[src/hdl/cxc_pkg.sv]
package cxc_pkg;

  // Field and datapath widths.
  localparam int NUM_CHAN  = 4;
  localparam int NUM_SRC   = 3;
  localparam int CHAN_W    = 16;
  localparam int COEF_W    = 16;
  localparam int FRAC_BITS = 14;
  localparam int PROD_W    = COEF_W + CHAN_W + 1;
  localparam int ACC_W     = PROD_W + 1;
  localparam int COR_W     = 20;
  localparam int PUR_W     = 17;
  localparam int CFG_W     = NUM_SRC * COEF_W;
  localparam int CFG_IDX_W = 3;

  // Chastity divider: one entry stage, then iteration stages of four quotient bits each.
  localparam int DIV_BITS   = 4;
  localparam int DIV_ITERS  = (PUR_W - 1) / DIV_BITS;
  localparam int DIV_STAGES = DIV_ITERS + 1;

  localparam logic [PUR_W-1:0] PURITY_ONE = PUR_W'(1) << (PUR_W - 1);

  // Configuration register indexes.
  localparam logic [CFG_IDX_W-1:0] REG_COEF_ONE   = 3'd0;
  localparam logic [CFG_IDX_W-1:0] REG_COEF_TWO   = 3'd1;
  localparam logic [CFG_IDX_W-1:0] REG_COEF_THREE = 3'd2;
  localparam logic [CFG_IDX_W-1:0] REG_COEF_FOUR  = 3'd3;
  localparam logic [CFG_IDX_W-1:0] REG_CLAMP      = 3'd4;
  localparam logic [CFG_IDX_W-1:0] REG_THRESHOLD  = 3'd5;

  // Chastity special-case codes.
  localparam logic [1:0] PUR_NORMAL = 2'd0;
  localparam logic [1:0] PUR_ZERO   = 2'd1;
  localparam logic [1:0] PUR_ONE    = 2'd2;

  typedef logic [NUM_CHAN-1:0][COR_W-1:0] cor_vec_t;

  // Side data that rides along with an item through the divider.
  typedef struct packed {
    cor_vec_t   cor;
    logic [1:0] best;
  } cxc_tag_t;

  // Source channel of the k-th coefficient in the row of channel r.
  function automatic logic [1:0] src_idx(input logic [1:0] r, input logic [1:0] k);
    logic [1:0] j;
    j = (k < r) ? k : k + 2'd1;
    return j;
  endfunction

endpackage

[src/hdl/cxc_div.sv]
module cxc_div (
  input  logic                          clk,
  input  logic                          rst_n,
  input  logic                          in_valid,
  output logic                          in_ready,
  input  logic signed [cxc_pkg::COR_W-1:0] in_maxv,
  input  logic signed [cxc_pkg::COR_W-1:0] in_second,
  input  cxc_pkg::cxc_tag_t             in_tag,
  output logic                          out_valid,
  input  logic                          out_ready,
  output logic [cxc_pkg::PUR_W-1:0]     out_purity,
  output cxc_pkg::cxc_tag_t             out_tag
);

  localparam int NS = cxc_pkg::DIV_STAGES;
  localparam int RW = cxc_pkg::COR_W;
  localparam int QW = cxc_pkg::PUR_W;

  logic [NS-1:0]     v_r;
  logic [NS-1:0]     rdy;
  logic [NS-1:0]     vin;
  logic [RW-1:0]     rem_r  [NS];
  logic [RW-1:0]     den_r  [NS];
  logic [QW-1:0]     q_r    [NS];
  logic [1:0]        code_r [NS];
  cxc_pkg::cxc_tag_t tag_r  [NS];
  logic [RW-1:0]     rem_nxt  [NS];
  logic [RW-1:0]     den_nxt  [NS];
  logic [QW-1:0]     q_nxt    [NS];
  logic [1:0]        code_nxt [NS];
  cxc_pkg::cxc_tag_t tag_nxt  [NS];

  // Per-stage ready: a stage takes an item when empty or when it moves on.
  always_comb begin
    rdy[NS-1] = !v_r[NS-1] || out_ready;
    for (int k = NS - 2; k >= 0; k--) begin
      rdy[k] = !v_r[k] || rdy[k+1];
    end
    vin[0] = in_valid;
    for (int k = 1; k < NS; k++) begin
      vin[k] = v_r[k-1];
    end
  end

  assign in_ready = rdy[0];

  // Entry stage: denominator, special cases and the integer quotient bit.
  // Iteration stages: restoring division, four quotient bits per stage.
  always_comb begin
    logic signed [RW:0] den_s;
    logic [RW-1:0]      m;
    logic [RW-1:0]      d;
    logic               qtop;
    logic [RW-1:0]      r;
    logic [RW:0]        r2;
    logic [QW-1:0]      q;
    logic               qb;
    den_s = (RW+1)'(in_maxv) + (RW+1)'(in_second);
    m     = in_maxv;
    d     = den_s[RW-1:0];
    qtop  = (m >= d);
    if (den_s <= 0) begin
      code_nxt[0] = cxc_pkg::PUR_ZERO;
    end else if (in_second < 0) begin
      code_nxt[0] = cxc_pkg::PUR_ONE;
    end else begin
      code_nxt[0] = cxc_pkg::PUR_NORMAL;
    end
    den_nxt[0] = d;
    rem_nxt[0] = qtop ? (m - d) : m;
    q_nxt[0]   = {qtop, {(QW-1){1'b0}}};
    tag_nxt[0] = in_tag;

    for (int k = 1; k < NS; k++) begin
      r = rem_r[k-1];
      q = q_r[k-1];
      for (int b = 0; b < cxc_pkg::DIV_BITS; b++) begin
        r2 = {r, 1'b0};
        qb = (r2 >= {1'b0, den_r[k-1]});
        if (qb) begin
          r2 = r2 - {1'b0, den_r[k-1]};
        end
        r = r2[RW-1:0];
        q[QW - 2 - (k - 1) * cxc_pkg::DIV_BITS - b] = qb;
      end
      rem_nxt[k]  = r;
      q_nxt[k]    = q;
      den_nxt[k]  = den_r[k-1];
      code_nxt[k] = code_r[k-1];
      tag_nxt[k]  = tag_r[k-1];
    end
  end

  // Valid bits.
  always_ff @(posedge clk) begin
    if (!rst_n) begin
      v_r <= '0;
    end else begin
      for (int k = 0; k < NS; k++) begin
        if (rdy[k]) begin
          v_r[k] <= vin[k];
        end
      end
    end
  end

  // Stage payload.
  always_ff @(posedge clk) begin
    for (int k = 0; k < NS; k++) begin
      if (rdy[k] && vin[k]) begin
        rem_r[k]  <= rem_nxt[k];
        den_r[k]  <= den_nxt[k];
        q_r[k]    <= q_nxt[k];
        code_r[k] <= code_nxt[k];
        tag_r[k]  <= tag_nxt[k];
      end
    end
  end

  // Final chastity with the special cases applied.
  always_comb begin
    case (code_r[NS-1])
      cxc_pkg::PUR_ZERO: out_purity = '0;
      cxc_pkg::PUR_ONE:  out_purity = cxc_pkg::PURITY_ONE;
      default:           out_purity = q_r[NS-1];
    endcase
  end

  assign out_valid = v_r[NS-1];
  assign out_tag   = tag_r[NS-1];

endmodule

[config.mk]
export PLATFORM = sky130hd
export DESIGN_NAME = cxc_div
export DESIGN_NICKNAME = d
export VERILOG_FILES = /design/src/hdl/cxc_pkg.sv /design/src/hdl/cxc_div.sv
export SDC_FILE = /design/constraint.sdc
export NUM_CORES = 1
export LEC_CHECK = 0
export ABC_AREA = 1
export BUFFER_PORTS_ARGS = -buffer_cell sky130_fd_sc_hd__buf_2
export CORE_MARGIN = 5
export CORE_UTILIZATION = 35
export DETAILED_ROUTE_END_ITERATION = 6
export PLACE_DENSITY = 0.5
export SYNTH_ARGS = -nofsm -noshare
export SYNTH_HDL_FRONTEND = slang
export SYNTH_SLANG_ARGS = --single-unit
[constraint.sdc]
create_clock -name clk -period 20.8 [get_ports clk]
set_clock_uncertainty 0.05 [all_clocks]
set_input_delay 4.16 -clock clk [delete_from_list [all_inputs] [get_ports clk]]
set_output_delay 4.16 -clock clk [all_outputs]
set_load 0.005 [all_outputs]
==> results of run 1 <==
## worst register-to-register path: cells and delay by family, from the launching register on
| family | cells | cell delay, ns |
|---|---|---|
| AND/OR/NAND/NOR | 23 | 4.02 |
| AO/OA/AOI/OAI | 12 | 2.87 |
| buffers and inverters | 5 | 1.94 |
| adder cells (fa/ha/maj) | 4 | 1.61 |
| flip-flops | 1 | 0.52 |
## Yosys cell counts (all sizes together), types with 15 or more instances
library cell | instances | area (µm²)
buf | 57 | 393
a21oi | 307 | 1540
nand3 | 230 | 1220
o21bai | 31 | 233
xnor2 | 143 | 1250
ha | 349 | 4370
inv | 542 | 2040
nand4 | 73 | 493
nand2 | 1446 | 5470
o21ai | 252 | 1260
nor4 | 19 | 119
or2 | 15 | 93.8
a21o | 35 | 263
nor2 | 318 | 1290
a31oi | 30 | 188
xor2 | 135 | 1180
nor3 | 31 | 155
edfxtp | 625 | 18800
## through the flow
step / hold WS, ns / std cells / instance area (µm²) / util, %
floorplan: 0.350 / 4747 / 41300 / -
CTS: 0.334 / 6591 / 46500 / 39.5
finish: 0.337 / 6597 / 46500 / 39.5
detailed placement: 0.355 / 6456 / 44000 / 37.4
global placement: 0.350 / 6456 / 44000 / 37.4
global route: 0.354 / 6591 / 46500 / 39.5
## cells in the final DEF, fill, tap and decap left out, types with 9 or more instances in the layout
master	count
o21ai_1	33
a31oi_1	30
a21oi_1	305
nand2_2	11
clkbuf_1	9
a21o_1	35
xor2_1	135
clkinv_1	18
and2_1	9
inv_2	10
o21bai_1	31
nand4_1	70
clkinv_2	11
xnor2_1	143
buf_2	226
or2_2	13
nand3_2	11
edfxtp_1	625
nand3b_1	14
nand2_1	1433
nor3_1	31
ha_1	349
buf_4	13
clkbuf_16	74
nor2_1	299
o21ai_0	219
nand3_1	218
nor2_4	9
a21boi_0	13
inv_1	529
nor4_1	19
## cell type report
type                       count  area (µm²)
antenna                        6        15.0
clock buffer                  83        1890
clock inverter                52         526
fill                       12017       71100
inverter                     542        2050
multi-input combinational   3508       20000
sequential                   630       18900
tap                         1536        1920
timing repair buffer         240        1250
## per-layer routing
layer | up-vias | share of wire (%) | GRT usage [%] | wire, µm
li1 | 16599 | - | - | -
met1 | 15813 | 44 | 28.9 | 61100
met2 | 962 | 47 | 36.4 | 65100
met3 | 166 | 5.6 | 2.71 | 7640
met4 | 4 | 2.7 | 5.44 | 3740
met5 | - | 0.015 | 0 | 21
## sequential cells by signal, indices dropped and copies added, names as in the netlist
name / count
code_r: 10
den_r: 80
q_r: 45
rem_r: 80
tag_r: 410
v_r: 5
## kinds of logic (layout without fill, tap and decap cells)
| kind of cell | count (synthesis) | after routing | synth area share, % |
|---|---|---|---|
| AOI/OAI and AO/OA | 714 | 714 | 9.60 |
| xor gates and xnor gates | 278 | 278 | 5.90 |
| adders and majority gates | 355 | 355 | 10.9 |
| buffers and inverters | 609 | 917 | 5.98 |
| DFF | 630 | 630 | 45.7 |
| muxes | 1 | 1 | 0.0273 |
| other | 0 | 6 | 0 |
| and+or+nand+nor | 2160 | 2160 | 21.9 |
## final timing paths
kind         cells past startpoint  slack (ns)             to          from
max                             44        9.46   rem_r[0][33]  den_r[0][14]
min                              0        0.34  tag_r[0][145]  tag_r[0][63]
max reg2reg                     44        9.46   rem_r[0][33]  den_r[0][14]
min reg2reg                      0        0.34  tag_r[0][145]  tag_r[0][63]
==> impl_results.md, run 1 <==
* Status: complete, no violations
* Starting DRT DRC Count at 2883
* Port Buffers at approximately 230
* EDFF count, synth at 625
* Post-Syn Area at 41300 µm²
* DRT Pass-1 Iters at 6
* PnR worst setup slack at 9.46 ns
* Startpoint types: register
* Die height at 353 µm
* Vias per cell at 5.08
* Area Growth Syn to Fin at 12.6%
* Tcrit/Tclk final at between 50% and 60%
* Max frequency at 88.2 MHz
* Via count at 33.5k
* Clock period minus worst slack at around 11 ns
* CP endpoint kind: register
* H-tree depth at 3
* Ys flop type: edfxtp_1
* Vias in the first global route at between 30k and 40k
* CP peak stage delay at 0.66 ns
* Crit-path slowest cell: nand3_1
* Fin. Hold Viols at 0
* Post-cts sizing count at 0
* Mean area per synthesized cell at 8.69 µm²
* Gpl congestion at 0.962
* Io pins at roughly 230
* FP Rows at 126
* Worst skew pair latency at roughly 0.65 ns
* Antenna violations before repair at 13
* Total setup buffers inserted after CTS at 0
* Grt total ovfl at 0
* Max cap viols at 0
* Root Buffer: clkbuf_16
* DRC violations left at 0
* Synth Warn # at 0
* HPWL after detailed placement at 108 mm
* Top cell by count, worst path: nand2_1
* Clock transition at path regs at 0.07 ns
* Sequential area share after synthesis at a little under half
* First-pass GRT wire length at 203 mm
* CP Max Fanout at 25
* Final Slew Violations at 0
* Crit path DAT at about 12 ns
* WL/cell at 20.9 µm
* Largest net degree at the start of global routing at 130
* Critical path buffer and inverter count at 5
* Max Root-Sink Buffers at 3
* Starting density of the core at 35.1%
* Hold Buf Count CTS at 0
* Rel. slew slack at about a fifth
* Routed Wire Length at around 140 mm
* RSZ-0062 raised after global routing: no
* Setup TNS at 0 ns
* Die area at 125000 µm²
* Worst-Margin Slew at between 1 and 1.5 ns
* CTS sink count at 630
* Share of layout cells above drive strength 1 at 8.51%
* Setup CP Type: reg2reg
* Number of buffers created by CTS at 74
* Core area at 118000 µm²
* CTS tree: built
* Final setup viols at 0
* Library cells used by synthesis at 59
* Fin nets at 5477
* Yosys reg bits at 630
* Total GRT Usage at 21.4%
* Top Family by Delay on Critical Path: simple AND/OR/NAND/NOR gates
* Hold crit path type: reg2reg
* Asr flop ratio synth at 0%
* Cells after Synth at 4747
* Die X at 353 µm
* Worst EP required at between 20 and 25 ns
* Setup slack at placement at 9.81 ns
* ANT nets after route at 0
* Mapped Nets at 5228
Power of run 1 is left out: the tool's default activity adds up to more than one toggle a clock period on the data nets, which glitch-free logic cannot reach.
==> run 2: changes to the inputs <==
==> constraint.sdc (replaced) <==
create_clock -name clk -period 11.25 [get_ports clk]
set_clock_uncertainty 0.05 [all_clocks]
set_input_delay 2.25 -clock clk [delete_from_list [all_inputs] [get_ports clk]]
set_output_delay 2.25 -clock clk [all_outputs]
set_load 0.005 [all_outputs]
==> run 2 against run 1 <==
Compared with the run above: the run now ends with design-rule violations left; sequential share of layout area about the same; register-to-register slack lost 8.9 ns; first-iteration DRC count increased by 4.6%; critical path type unchanged; critical endpoint is now rem_r[0][47].
==> impl_results.md, run 2 (same netlist as run 1, synthesis figures left out) <==
* Status: complete, but fails checks
* Failing checks: design-rule violations
* Tcrit/Tclk final at 94.7% (+40 points)
* Total GRT Usage at 21.7% (+0.27 points)
* Clock period minus worst slack at 10.66 ns (-0.680 ns)
* CTS sink count at 630 (unchanged)
* Max cap viols at 0 (unchanged)
* Final setup viols at 0 (unchanged)
* PnR worst setup slack at 0.593 ns (-8.87 ns)
* CP Max Fanout at 23 (-8.0%)
* CP peak stage delay at 0.59 ns (-0.07 ns)
* First-pass GRT wire length at 205 mm (+0.90%)
* Biggest register: tag_r
* Largest net degree at the start of global routing at 91 (-30%)
* R2R Path Start: den_r[0][35]
* CTS tree: built
* Final Hold Slack at 0.356 ns (+0.0184 ns)
* Critical path buffer and inverter count at 7 (+2)
* Worst EP required at 11.55 ns (-9.55 ns)
* Share of layout cells above drive strength 1 at 8.66% (+0.15 points)
* Vias in the first global route at 32.3k (+0.40%)
* Commonest cells after routing, fill and taps aside: 1433 x nand2_1, 625 x edfxtp_1, 527 x inv_1, 349 x ha_1, 304 x a21oi_1
* RSZ-0062 raised after global routing: no
* Max reg flops at 410 (unchanged)
* Port Buffers at 226 (unchanged)
* Die height at 353 µm (unchanged)
* H-tree depth at 3 (unchanged)
* HP Start: tag_r[0][132]
* Io pins at 227 (unchanged)
* Worst-Margin Slew at 1.06 ns (-0.155 ns)
* WL/cell at 21.2 µm (+1.5%)
* Core area at 118000 µm² (unchanged)
* Crit path DAT at 10.96 ns (-0.68 ns)
* Max Root-Sink Buffers at 3 (unchanged)
* Final Slew Violations at 0 (unchanged)
* Top Family by Delay on Critical Path: simple AND/OR/NAND/NOR gates
* Fin nets at 5493 (+0.29%)
* Hold crit path type: reg2reg
* Startpoint types: register
* Area Growth Syn to Fin at 12.7% (about the same)
* Worst skew pair latency at 0.64 ns (about the same)
* DRC violations left at 1 (+1)
* Fillers at 12.0k (-0.017%)
* Root Buffer: clkbuf_16
* Clock transition at path regs at 0.06 ns (about the same)
* Setup CP Type: reg2reg
* R2R setup slack at 0.59 ns (-8.87 ns)
* Starting DRT DRC Count at 3015 (+4.6%)
* Die area at 125000 µm² (unchanged)
* Vias per cell at 5.11 (+0.41%)
* Die X at 353 µm (unchanged)
* Number of buffers created by CTS at 72 (-2.7%)
* Rel. slew slack at 29.3% (+10 points)
* Starting density of the core at 35.1% (unchanged)
* Top cell by count, worst path: nand2_1
* Most common cell after layout, fill and taps aside: nand2_1
* Crit-path slowest cell: nor2_2
* ANT nets after route at 0 (unchanged)
* Antenna violations before repair at 6 (-7)
* Ant. Diodes at 0 (-6)
* Max frequency at 93.8 MHz (+6.4%)
* Gpl congestion at 0.969 (+0.69%)
* Fin. Hold Viols at 0 (unchanged)
* CP endpoint kind: register
* DRT Pass-1 Iters at 7 (+1)
* Largest regs: tag_r: 410 flops, den_r: 80 flops, rem_r: 80 flops
* HPWL after detailed placement at 112 mm (+3.1%)
* CP startpoint: den_r[0][35]
* Routed Wire Length at 140 mm (+1.6%)
* Grt total ovfl at 0 (unchanged)
* Setup slack at placement at -0.132 ns (-9.95 ns)
* Via count at 33.7k (+0.54%)
* FP Rows at 126 (unchanged)
-- run 2: what timing repair did --
item,CTS,global route
gates cloned,0,1
hold buffers,0,0
resized for setup,1,16
setup endpoints to repair,21,35
setup buffers,0,1
pin swaps,0,2
-- run 2: layout make-up --
type,instances,area [µm²],share of cell area (%)
clock buffers,93,1880,4.05
clock inverters,38,390,0.840
repair buffers,257,1380,2.96
well taps,1536,1920,4.13
multi-input cells,3509,20000,43.0
inverters,542,2060,4.43
flip-flops and latches,630,18900,40.6
-- run 2: metal layers --
metal | up-vias | track usage [%] | wire (µm)
met5 | - | 0 | 13
met4 | 2 | 5.85 | 3780
met3 | 179 | 2.52 | 7190
met2 | 945 | 35.3 | 63400
met1 | 15978 | 30.6 | 65400
li1 | 16620 | - | -
-- run 2: per-stage QoR --
step | cell area [µm²] | instances | TNS (ns) | util (%)
after floorplan | 41300 | 4747 | 0 | -
after global placement | 44100 | 6472 | -6.42 | 37.5
after detailed placement | 44100 | 6472 | -1.31 | 37.5
after CTS | 46400 | 6603 | 0 | 39.5
after global routing | 46500 | 6605 | 0 | 39.5
final | 46500 | 6605 | 0 | 39.5
-- run 2: path summary, 6_finish.rpt --
path,to,cells after the start
worst max-delay path,rem_r[0][47],52
worst min-delay path,tag_r[0][214],0
worst max register to register,rem_r[0][47],52
worst min register to register,tag_r[0][214],0
Power of run 2 is left out for the same reason.
